==> src/sv/mmr_pkg.sv <==
package mmr_pkg;

  // Field widths of the transactions and the configuration registers.
  localparam int ActionW   = 2;
  localparam int ElemIdxW  = 6;
  localparam int ElemW     = 16;
  localparam int PosW      = 6;
  localparam int ProdW     = 35;
  localparam int SizeW     = 4;
  localparam int RangeW    = 7;
  localparam int CfgIdxW   = 2;
  localparam int CfgDataW  = 7;
  localparam int MulW      = 2 * ElemW;

  // Action codes of an input transaction.
  localparam logic [ActionW-1:0] ACT_LOAD_A  = 2'd0;
  localparam logic [ActionW-1:0] ACT_LOAD_B  = 2'd1;
  localparam logic [ActionW-1:0] ACT_COMPUTE = 2'd2;

  // Configuration register indexes.
  localparam logic [CfgIdxW-1:0] CFG_MATRIX_SIZE    = 2'd0;
  localparam logic [CfgIdxW-1:0] CFG_FIRST_POSITION = 2'd1;
  localparam logic [CfgIdxW-1:0] CFG_END_POSITION   = 2'd2;

  // Reset values of the configuration registers.
  localparam logic [SizeW-1:0]  SIZE_RST  = 4'd8;
  localparam logic [RangeW-1:0] FIRST_RST = 7'd0;
  localparam logic [RangeW-1:0] END_RST   = 7'd64;

  // Sequencer states.
  typedef enum logic [4:0] {
    ST_IDLE  = 5'b00001,
    ST_DIV   = 5'b00010,
    ST_MAC   = 5'b00100,
    ST_DRAIN = 5'b01000,
    ST_SEND  = 5'b10000
  } state_t;

endpackage

==> src/sv/mmr_if.sv <==
interface mmr_in_if
  import mmr_pkg::*;
();
  logic                       valid;
  logic                       ready;
  logic [ActionW-1:0]         action;
  logic [ElemIdxW-1:0]        element_index;
  logic signed [ElemW-1:0]    element_value;

  modport source (output valid, action, element_index, element_value, input ready);
  modport sink   (input valid, action, element_index, element_value, output ready);
endinterface

interface mmr_out_if
  import mmr_pkg::*;
();
  logic                       valid;
  logic                       ready;
  logic [PosW-1:0]            position;
  logic signed [ProdW-1:0]    product_value;
  logic                       last_result;

  modport source (output valid, position, product_value, last_result, input ready);
  modport sink   (input valid, position, product_value, last_result, output ready);
endinterface

==> src/sv/matrix_multiply_range_top.sv <==
// Square matrix multiply over a range of row-major output positions.
// The input channel in_ch carries one transaction per command. A load of A or
// B writes one signed Q8.8 element into its store, so loads stream at one per
// cycle while no compute runs; an index at or beyond n*n is dropped.
// A compute transaction emits one result on out_ch for each position from
// first_position up to end_position clipped to n*n, each the exact signed
// Q16.16 dot product of a row of A with a column of B; the final result
// carries last_result. An empty range or a size of zero emits nothing.
// While a compute runs, in_ch.ready stays low. One multiplier and one
// accumulator are shared: per position the sequencer locates row and column,
// issues the reads of the n terms, waits while the last term passes the
// read and multiply stages and then presents the result. Before the first
// position the row is found by repeated subtraction. If the receiver stalls,
// the result register holds its transaction and the sequencer waits.
// Reset (rst_n low, synchronous) returns to idle, drops any pending result
// and restores the configuration; the element stores are not cleared.
// Configuration is written through cfg_we, cfg_index and cfg_data; the user
// must write it only while the block is idle; the block does not enforce it.
module matrix_multiply_range_top
  import mmr_pkg::*;
#(
  parameter int MAX_DIM = 8
) (
  input  logic                 clk,
  input  logic                 rst_n,
  mmr_in_if.sink               in_ch,
  mmr_out_if.source            out_ch,
  input  logic                 cfg_we,
  input  logic [CfgIdxW-1:0]   cfg_index,
  input  logic [CfgDataW-1:0]  cfg_data
);

  localparam int Depth = MAX_DIM * MAX_DIM;
  localparam int MemAw = (Depth > 1) ? $clog2(Depth) : 1;

  // Configuration registers.
  logic [SizeW-1:0]  matrix_size_r;
  logic [RangeW-1:0] first_position_r;
  logic [RangeW-1:0] end_position_r;

  always_ff @(posedge clk) begin
    if (!rst_n) begin
      matrix_size_r    <= SIZE_RST;
      first_position_r <= FIRST_RST;
      end_position_r   <= END_RST;
    end else if (cfg_we) begin
      unique case (cfg_index)
        CFG_MATRIX_SIZE:    matrix_size_r    <= cfg_data[SizeW-1:0];
        CFG_FIRST_POSITION: first_position_r <= cfg_data[RangeW-1:0];
        CFG_END_POSITION:   end_position_r   <= cfg_data[RangeW-1:0];
        default: ;
      endcase
    end
  end

  // Size in use saturates at the store dimension; total is n squared.
  logic [SizeW-1:0]  n;
  logic [RangeW-1:0] n_ext;
  logic [RangeW-1:0] total;
  logic [RangeW-1:0] stop;

  assign n     = (matrix_size_r > SizeW'(MAX_DIM)) ? SizeW'(MAX_DIM) : matrix_size_r;
  assign n_ext = RangeW'(n);
  assign total = n_ext * n_ext;
  assign stop  = (end_position_r < total) ? end_position_r : total;

  // Sequencer registers.
  state_t             state_r;
  logic [RangeW-1:0]  pos_r;
  logic [RangeW-1:0]  stop_r;
  logic [RangeW-1:0]  row_base_r;
  logic [RangeW-1:0]  col_r;
  logic [SizeW-1:0]   k_r;
  logic [RangeW-1:0]  a_addr_r;
  logic [RangeW-1:0]  b_addr_r;

  logic in_accept;
  logic cmd_load_a;
  logic cmd_load_b;
  logic load_ok;
  logic issue;
  logic issue_last;

  assign in_ch.ready = (state_r == ST_IDLE);
  assign in_accept   = in_ch.valid && in_ch.ready;
  assign load_ok     = {1'b0, in_ch.element_index} < total;
  assign cmd_load_a  = in_accept && (in_ch.action == ACT_LOAD_A) && load_ok;
  assign cmd_load_b  = in_accept && (in_ch.action == ACT_LOAD_B) && load_ok;
  assign issue       = (state_r == ST_MAC);
  assign issue_last  = issue && (k_r == n - SizeW'(1));

  // Element stores with registered reads.
  logic signed [ElemW-1:0] mem_a [Depth];
  logic signed [ElemW-1:0] mem_b [Depth];
  logic signed [ElemW-1:0] a_rd_r;
  logic signed [ElemW-1:0] b_rd_r;

  always_ff @(posedge clk) begin
    if (cmd_load_a) begin
      mem_a[in_ch.element_index[MemAw-1:0]] <= in_ch.element_value;
    end
    a_rd_r <= mem_a[a_addr_r[MemAw-1:0]];
  end

  always_ff @(posedge clk) begin
    if (cmd_load_b) begin
      mem_b[in_ch.element_index[MemAw-1:0]] <= in_ch.element_value;
    end
    b_rd_r <= mem_b[b_addr_r[MemAw-1:0]];
  end

  // Read, multiply and accumulate stages.
  logic                    rd_vld_r;
  logic                    rd_last_r;
  logic                    prod_vld_r;
  logic                    prod_last_r;
  logic signed [MulW-1:0]  prod_r;
  logic signed [ProdW-1:0] acc_r;
  logic signed [ProdW-1:0] acc_nxt;

  assign acc_nxt = acc_r + ProdW'(prod_r);

  always_ff @(posedge clk) begin
    if (!rst_n) begin
      rd_vld_r    <= 1'b0;
      rd_last_r   <= 1'b0;
      prod_vld_r  <= 1'b0;
      prod_last_r <= 1'b0;
      acc_r       <= '0;
    end else begin
      rd_vld_r    <= issue;
      rd_last_r   <= issue_last;
      prod_vld_r  <= rd_vld_r;
      prod_last_r <= rd_last_r;
      if (prod_vld_r) begin
        // The sum restarts after the last term of each position.
        acc_r <= prod_last_r ? '0 : acc_nxt;
      end
    end
  end

  always_ff @(posedge clk) begin
    prod_r <= a_rd_r * b_rd_r;
  end

  // Result register.
  logic                    out_valid_r;
  logic [PosW-1:0]         out_pos_r;
  logic signed [ProdW-1:0] out_value_r;
  logic                    out_last_r;

  assign out_ch.valid         = out_valid_r;
  assign out_ch.position      = out_pos_r;
  assign out_ch.product_value = out_value_r;
  assign out_ch.last_result   = out_last_r;

  always_ff @(posedge clk) begin
    if (state_r == ST_DRAIN && prod_vld_r && prod_last_r) begin
      out_pos_r   <= pos_r[PosW-1:0];
      out_value_r <= acc_nxt;
      out_last_r  <= (pos_r + RangeW'(1)) == stop_r;
    end
  end

  // Sequencer.
  always_ff @(posedge clk) begin
    if (!rst_n) begin
      state_r     <= ST_IDLE;
      out_valid_r <= 1'b0;
    end else begin
      unique case (state_r)
        ST_IDLE: begin
          if (in_accept && in_ch.action == ACT_COMPUTE && n != '0 &&
              first_position_r < stop) begin
            stop_r     <= stop;
            pos_r      <= first_position_r;
            col_r      <= first_position_r;
            row_base_r <= '0;
            state_r    <= ST_DIV;
          end
        end
        ST_DIV: begin
          // Reduce the column below n, moving the row base along.
          if (col_r >= n_ext) begin
            col_r      <= col_r - n_ext;
            row_base_r <= row_base_r + n_ext;
          end else begin
            a_addr_r <= row_base_r;
            b_addr_r <= col_r;
            k_r      <= '0;
            state_r  <= ST_MAC;
          end
        end
        ST_MAC: begin
          a_addr_r <= a_addr_r + RangeW'(1);
          b_addr_r <= b_addr_r + n_ext;
          k_r      <= k_r + SizeW'(1);
          if (issue_last) begin
            state_r <= ST_DRAIN;
          end
        end
        ST_DRAIN: begin
          if (prod_vld_r && prod_last_r) begin
            out_valid_r <= 1'b1;
            state_r     <= ST_SEND;
          end
        end
        ST_SEND: begin
          if (out_ch.ready) begin
            out_valid_r <= 1'b0;
            if (out_last_r) begin
              state_r <= ST_IDLE;
            end else begin
              pos_r   <= pos_r + RangeW'(1);
              col_r   <= col_r + RangeW'(1);
              state_r <= ST_DIV;
            end
          end
        end
        default: begin
          state_r <= ST_IDLE;
        end
      endcase
    end
  end

endmodule
==> src/flat_wrapper.sv <==
// flat-port wrapper written by rule: the top's interface ports become plain ports
module matrix_multiply_range_top_flat import mmr_pkg::*;
#(
  parameter int MAX_DIM = 8
)
  (clk, rst_n, cfg_we, cfg_index, cfg_data, in_ch_valid, in_ch_action, in_ch_element_index, in_ch_element_value, in_ch_ready, out_ch_valid, out_ch_position, out_ch_product_value, out_ch_last_result, out_ch_ready);
  mmr_in_if in_ch_i ();
  mmr_out_if out_ch_i ();
  input  logic clk;
  input  logic rst_n;
  input  logic cfg_we;
  input  logic [CfgIdxW-1:0] cfg_index;
  input  logic [CfgDataW-1:0] cfg_data;
  input wire logic [$bits(in_ch_i.valid)-1:0] in_ch_valid;
  input wire logic [$bits(in_ch_i.action)-1:0] in_ch_action;
  input wire logic [$bits(in_ch_i.element_index)-1:0] in_ch_element_index;
  input wire logic [$bits(in_ch_i.element_value)-1:0] in_ch_element_value;
  output wire logic [$bits(in_ch_i.ready)-1:0] in_ch_ready;
  output wire logic [$bits(out_ch_i.valid)-1:0] out_ch_valid;
  output wire logic [$bits(out_ch_i.position)-1:0] out_ch_position;
  output wire logic [$bits(out_ch_i.product_value)-1:0] out_ch_product_value;
  output wire logic [$bits(out_ch_i.last_result)-1:0] out_ch_last_result;
  input wire logic [$bits(out_ch_i.ready)-1:0] out_ch_ready;
  assign in_ch_i.valid = in_ch_valid;
  assign in_ch_i.action = in_ch_action;
  assign in_ch_i.element_index = in_ch_element_index;
  assign in_ch_i.element_value = in_ch_element_value;
  assign in_ch_ready = in_ch_i.ready;
  assign out_ch_valid = out_ch_i.valid;
  assign out_ch_position = out_ch_i.position;
  assign out_ch_product_value = out_ch_i.product_value;
  assign out_ch_last_result = out_ch_i.last_result;
  assign out_ch_i.ready = out_ch_ready;
  matrix_multiply_range_top #(.MAX_DIM(MAX_DIM)) u_core (.clk(clk), .rst_n(rst_n), .in_ch(in_ch_i), .out_ch(out_ch_i), .cfg_we(cfg_we), .cfg_index(cfg_index), .cfg_data(cfg_data));
endmodule
==> config.mk <==
export PLATFORM = sky130hd
export DESIGN_NAME = matrix_multiply_range_top_flat
export DESIGN_NICKNAME = d
export VERILOG_FILES = /design/src/sv/mmr_pkg.sv /design/src/sv/mmr_if.sv /design/src/sv/matrix_multiply_range_top.sv /design/src/flat_wrapper.sv
export SDC_FILE = /design/constraint.sdc
export NUM_CORES = 2
export LEC_CHECK = 0
export BUFFER_PORTS_ARGS = -buffer_cell sky130_fd_sc_hd__buf_4
export CORE_MARGIN = 4
export CORE_UTILIZATION = 50
export DETAILED_ROUTE_END_ITERATION = 10
export PLACE_DENSITY = 0.63
export SKIP_LAST_GASP = 1
export SLEW_MARGIN = 20
export SYNTH_ARGS = -nofsm -noshare
export SYNTH_HDL_FRONTEND = slang
export SYNTH_SLANG_ARGS = --single-unit
export TNS_END_PERCENT = 5
==> constraint.sdc <==
create_clock -name clk -period 13.97 [get_ports clk]
set_input_delay 0.6985 -clock clk [delete_from_list [all_inputs] [get_ports clk]]
set_output_delay 0.6985 -clock clk [all_outputs]
set_load 0.02 [all_outputs]
* Word-level counts from Yosys, hierarchy flattened
Memory sizes are Yosys's and may differ from the RTL's. A register that Yosys moved wholly into a read port is not among the register bits.
Cells that the tools add are included.
** Word-level totals
- Memories kept :: 2
- Latch bits :: 0
- Bits in registers :: 183
- Logic and storage cells :: 121
- Bits of input ports :: 38
- Memory bits (read-only) :: 0
- Output and inout port bits :: 44
- RAM bits :: 2048
** Memory list
- u_core.mem_a :: depth 64, width 16, rd ports 1, clocked after memory_dff 1, write ports 1, RTL line matrix_multiply_range_top.sv:93 : logic signed [ElemW-1:0] mem_a [Depth];
- u_core.mem_b :: depth 64, width 16, rd ports 1, clocked after memory_dff 1, write ports 1, RTL line matrix_multiply_range_top.sv:94 : logic signed [ElemW-1:0] mem_b [Depth];
** Cells by class
- Order comparisons :: 5
- Bitwise gates (word level) :: 0
- Add/sub/neg operators :: 9
- Reductions and logical operators :: 30
- Mux-type cells :: 34
- Shifts and indexed selects :: 0
- Div/mod/pow operators :: 0
- Eq/ne operators :: 18
- Multiply operators :: 2
** Operators by type and width (count)
- $mux W7 :: 11
- $pmux W7 S2 :: 4
- $add A35 B32 Y35 :: 1
- $mux W35 :: 1
- $mul A16 B16 Y32 :: 1
- $mux W5 :: 5
- $pmux W5 S5 :: 1
- $add A7 B1 Y7 const B :: 3
- $pmux W7 S3 :: 1
- $add A7 B4 Y7 :: 2
- $lt A7 B7 Y1 :: 2
- $logic_and A1 B1 Y1 :: 12
- $ne A2 B2 Y1 const B :: 6
- $reduce_and A5 Y1 :: 2
- $reduce_and A3 Y1 :: 3
- $mux W4 :: 2
- $pmux W4 S2 :: 1
- $reduce_bool A2 Y1 :: 4
- $eq A7 B7 Y1 :: 1
- $ge A7 B4 Y1 :: 1
- $lt A6 B7 Y1 :: 1
- $mul A4 B4 Y7 :: 1
- $sub A7 B4 Y7 :: 1
- $mux W1 :: 6
- other kinds (20) :: 25

* Depth between registers and ports, before layout
- Word-level depth :: 9
- Gate-level depth with buffers :: 24
- Depth with buffers taken out :: 23

* Worst setup path after synthesis
OpenSTA, ideal clock, no wires.
- Path type :: reg2reg
- Start :: register u_core.a_rd_r[14], read port of u_core.mem_a
- End :: register u_core.prod_r[30]
- Slack :: 7.860 ns
- Arrival :: 5.988 ns
- Cell stages (with the launch flop) :: 25
- Path buffers :: 2
- Data required time :: 13.848 ns
- Cell sequence :: dfxtp_1 > clkbuf_1 > nand2_1 > fa_1 > inv_1 > fa_1 > inv_1 > fa_1 > inv_1 > fa_1 > fa_1 > inv_1 > fa_1 > inv_1 > ha_1 > clkbuf_1 > a21o_1 > a21o_1 > a21oi_1 > o21ai_0 > nor2b_1 > o21ai_0 > a211o_1 > and3_1 > a311o_1
** Between the ends
- Longest elaborated chain between the ends :: 1
** Ends and longest elaborated chain
- start, declared :: RTL line matrix_multiply_range_top.sv:95 : logic signed [ElemW-1:0] a_rd_r;
- $mul A16 B16 Y32 :: RTL line matrix_multiply_range_top.sv:143 : prod_r <= a_rd_r * b_rd_r;
- end signal, assigned :: RTL line matrix_multiply_range_top.sv:143
- end, declared :: RTL line matrix_multiply_range_top.sv:117 : logic signed [MulW-1:0] prod_r;
Every way passes these cells.
A chain may end at the register's enable or synchronous reset.

* Final worst setup path
- Start :: register u_core.b_rd_r[1], read port of u_core.mem_b
- End :: register u_core.prod_r[30]
** Between the ends
- Longest elaborated chain between the ends :: 1
** Ends and longest elaborated chain
- start, declared :: RTL line matrix_multiply_range_top.sv:96 : logic signed [ElemW-1:0] b_rd_r;
- $mul A16 B16 Y32 :: RTL line matrix_multiply_range_top.sv:143
Every way passes these cells.

==> summary.txt <==
Floorplan
  – Starting density of the core: 50.5%
  – Die Wd: 450 um
  – FP Rows: 161
  – Core ar.: 193000 um2
  – Top Ports: 82
  – Die Area: 203000 um2
  – Die height: 450 um

Synthesis
  – Ys flop type: edfxtp_1
  – Post-synthesis async set-or-reset flop share: 0%
  – Post-Syn Area: 97700 um2
  – Post-synthesis sequential area ratio: 68.2%
  – Avg Cell Area, Syn: 19.2 um2
  – Post-synthesis cell count: 5082
  – Seq cells post-synth: 2260
  – Post-synth EDFFs: 2133
  – Synth unique cells: 77
  – Ys Warns: 0

Worst setup path
  – CP Class: reg2reg
  – CP max FO: 16
  – Worst Setup End Kind: register
  – Register-to-register setup slack: 7350 ps
  – Crit path cell chain: nand2_1, fa_1, inv_1, fa_1, inv_1, fa_1, inv_1, fa_1, fa_1, inv_1, fa_1, inv_1, ha_1, a21o_1, a21o_1, a21oi_1, o21ai_0, nor2b_1, o21ai_0, a211o_1, and3_1, a311o_1
  – CP dominant cell by count: fa_1
  – Critical Path RT: 14680 ps
  – Crit path arrival time: 7330 ps
  – R2R cell count: 22
  – Worst r2r dst: u_core.prod_r[30]
  – Critical path startpoint category: register
  – Slowest-stage cell, CP: dfxtp_1
  – Max incr delay on CP: 660 ps
  – RR Startpoint: u_core.b_rd_r[1]

Place
  – Buffers on Ports: 81
  – Placed cells: 7650
  – Dpl ws: 7370 ps
  – GP Congestion: 0.843
  – HPWL after DPL: 139000 um

Clocking
  – Setup Buffers After CTS: 0
  – Register clock-pin slew on the reported worst setup and hold paths: 60 ps
  – CTS H-tree depth: 4
  – Clock latency on the worst-skew pair: 880 ps
  – CTS sink cnt: 2260
  – Clk buf depth: 3
  – CTS Buf Count: 225
  – CTS Root Cell: clkbuf_16
  – TritonCTS clock tree: done

Timing
  – Crit path time final: 6620 ps
  – Slew Limit Fails: 0
  – Final setup viols: 0
  – Least-Margin Pin Slew: 1180 ps
  – RSZ-0062 raised after global routing: false
  – Slew headroom: 21.4%
  – Fmax: 151 MHz
  – Setup TNS: 0 ps
  – Final period utilization: 47.4%
  – Final setup margin: 7350 ps
  – Final Hold Vio Count: 0
  – Clock skew: 51.3 ps

Drt
  – Antenna-violating nets left: 0
  – DRC viols: 0
  – Via density: 5.98
  – Via count: 48300
  – DRC marker count from the first detailed-route iteration: 5182
  – Avg WL per Cell: 28.4 um
  – Routed WL: 229000 um
  – First-pass DRT Iterations: 8

Global route
  – Initial antenna violation count: 8
  – Maximum number of pins on one net before global-route repair: 142
  – First-pass GRT wire length: 340000 um
  – Number of global-route vias before repair: 49600
  – Total gr overflow: 0
  – GR Util All Layers: 22.9%

Flow run
  – # Max-Cap Violations: 0

Layout
  – Fillcell total: 14500
  – Commonest non-fill, non-tap cell in the layout: edfxtp_1
  – Share of cells above drive strength 1: 23.2%
  – Final core utilization: 56.5%
  – Area Growth Syn to Fin: 11.9%
  – Non-filler cells, final: 8076
  – Nets: 5806
  – Most frequent cells in the layout: edfxtp_1 (2133), mux4_2 (672), inv_1 (344)

Power and ir drop
  – Tot Pwr: 15.1 mW
  – Max rail drop VDD: 0.000135 V
  – Pwr per Cell Area: 138 nW/um2
  – Leak: 37.0 nW

Outcome
  – Status: complete, no violations

Min path
  – Hold path endpoint: u_core.end_position_r[5]
  – Worst min path class: in2reg
  – WHS Path Cells: 3
  – Startpoint of the worst hold path: cfg_data[5]
[state kept, by name, indices dropped and copies added (netlist names), 4 cells and up]
| name | flops |
|---|---|
| u_core.b_addr_r | 6 |
| u_core.state_r | 5 |
| u_core.first_position_r | 7 |
| u_core.col_r | 7 |
| u_core.mem_a | 1024 |
| u_core.stop_r | 7 |
| u_core.a_addr_r | 6 |
| u_core.prod_r | 32 |
| u_core.b_rd_r | 16 |
| u_core.a_rd_r | 16 |
| u_core.out_ch.product_value | 35 |
| u_core.mem_b | 1024 |
| u_core.end_position_r | 7 |
| u_core.acc_r | 35 |
| u_core.row_base_r | 6 |
| u_core.k_r | 4 |
| u_core.out_ch.position | 6 |
| u_core.pos_r | 7 |
| u_core.matrix_size_r | 4 |
[metal layers]
metal  track usage [%]  part of all wire, %  up-vias
met5                 0                    0        -
met2              36.4                   48     1735
met3              3.44                  6.9      273
met4              5.47                  1.9        0
li1                  -                    -    20400
met1              33.9                   43    25900
[critical path, delay by kind of cell, from the launching register on]
family	cells	cell delay [ps]
adder cells (fa/ha/maj)	7	3420
buffers and inverters	5	270
AO/OA/AOI/OAI	7	1570
AND/OR/NAND/NOR	3	560
flip-flops	1	660
[power by group]
| part | leakage [nW] | internal (mW) | switching (mW) |
|---|---|---|---|
| Sequential | 20.2 | 7.52 | 0.0571 |
| Clock | 3.47 | 3.31 | 2.58 |
| Combinational | 13.3 | 0.659 | 0.978 |
| Total | 37.0 | 11.5 | 3.61 |
[how the worst max path moves through the flow]
| stage | to | start | slack [ps] |
|---|---|---|---|
| after floorplan | u_core.prod_r[30] | u_core.a_rd_r[14] | 7860 |
| after global placement | u_core.prod_r[30] | u_core.b_rd_r[1] | 7440 |
| after detailed placement | u_core.prod_r[31] | u_core.b_rd_r[1] | 7370 |
| after CTS | u_core.prod_r[31] | u_core.b_rd_r[1] | 7350 |
| after global routing | u_core.prod_r[31] | u_core.b_rd_r[1] | 6880 |
| final | u_core.prod_r[30] | u_core.b_rd_r[1] | 7350 |
[area by class of cell]
cell class | instances | area, um2 | share of cell area [%]
timing repair buffer | 267 | 2040 | 1.87
tap | 2526 | 3160 | 2.89
antenna | 13 | 32.5 | 0.0298
sequential | 2260 | 66600 | 60.9
multi-input combinational | 2251 | 29000 | 26.5
inverter | 347 | 1300 | 1.19
clock buffer | 280 | 5880 | 5.38
clock inverter | 132 | 1300 | 1.19
[stage by stage]
stage	instance area (um2)	hold slack, ps
floorplan	97700	412
global placement	102000	413
detailed placement	102000	424
CTS	109000	1.85
global route	109000	49.0
finish	109000	83.0
[cell families (layout without fill, tap and decap cells)]
family	after synthesis	in the layout	synth area share [%]
AO/OA/AOI/OAI	299	299	2.07
other	1	15	0.00384
XOR/XNOR	100	100	0.897
AND/OR/NAND/NOR	737	737	3.48
buffers and inverters	572	1026	2.24
adder cells (fa/ha/maj)	417	417	7.39
flip-flops	2260	2260	68.2
multiplexers	696	696	15.7
[cell usage after synthesis (all sizes together) (4+ instances only)]
library cell | n | share of area (%)
edfxtp | 2133 | 66
mux4 | 672 | 15
inv | 346 | 1.3
fa | 267 | 5.5
nor2 | 256 | 0.98
nand2 | 225 | 0.86
clkbuf | 159 | 0.61
ha | 149 | 1.9
dfxtp | 127 | 2.6
and2 | 120 | 0.77
a21oi | 76 | 0.39
buf | 66 | 0.30
xnor2 | 66 | 0.59
o21ai | 53 | 0.28
xor2 | 34 | 0.30
a21o | 32 | 0.25
nand3 | 29 | 0.16
a22oi | 25 | 0.19
o21a | 24 | 0.18
mux2i | 21 | 0.22
nor3 | 20 | 0.10
nor2b | 17 | 0.11
and3 | 15 | 0.096
a211oi | 14 | 0.11
o21bai | 12 | 0.092
nand2b | 10 | 0.064
o211ai | 10 | 0.077
nand3b | 9 | 0.069
nand4 | 8 | 0.051
a211o | 6 | 0.054
o221ai | 6 | 0.054
or3 | 6 | 0.038
a31oi | 5 | 0.038
nor4 | 5 | 0.032
a221o | 4 | 0.041
[what timing repair did]
| item | CTS | global route |
|---|---|---|
| hold buffers | 1 | 0 |
| endpoints found under the hold margin | 2 | 0 |
| resized for setup | 0 | 0 |
| endpoints found under the setup margin | 0 | 0 |
Note: power is estimated with default switching activity, not from simulation.
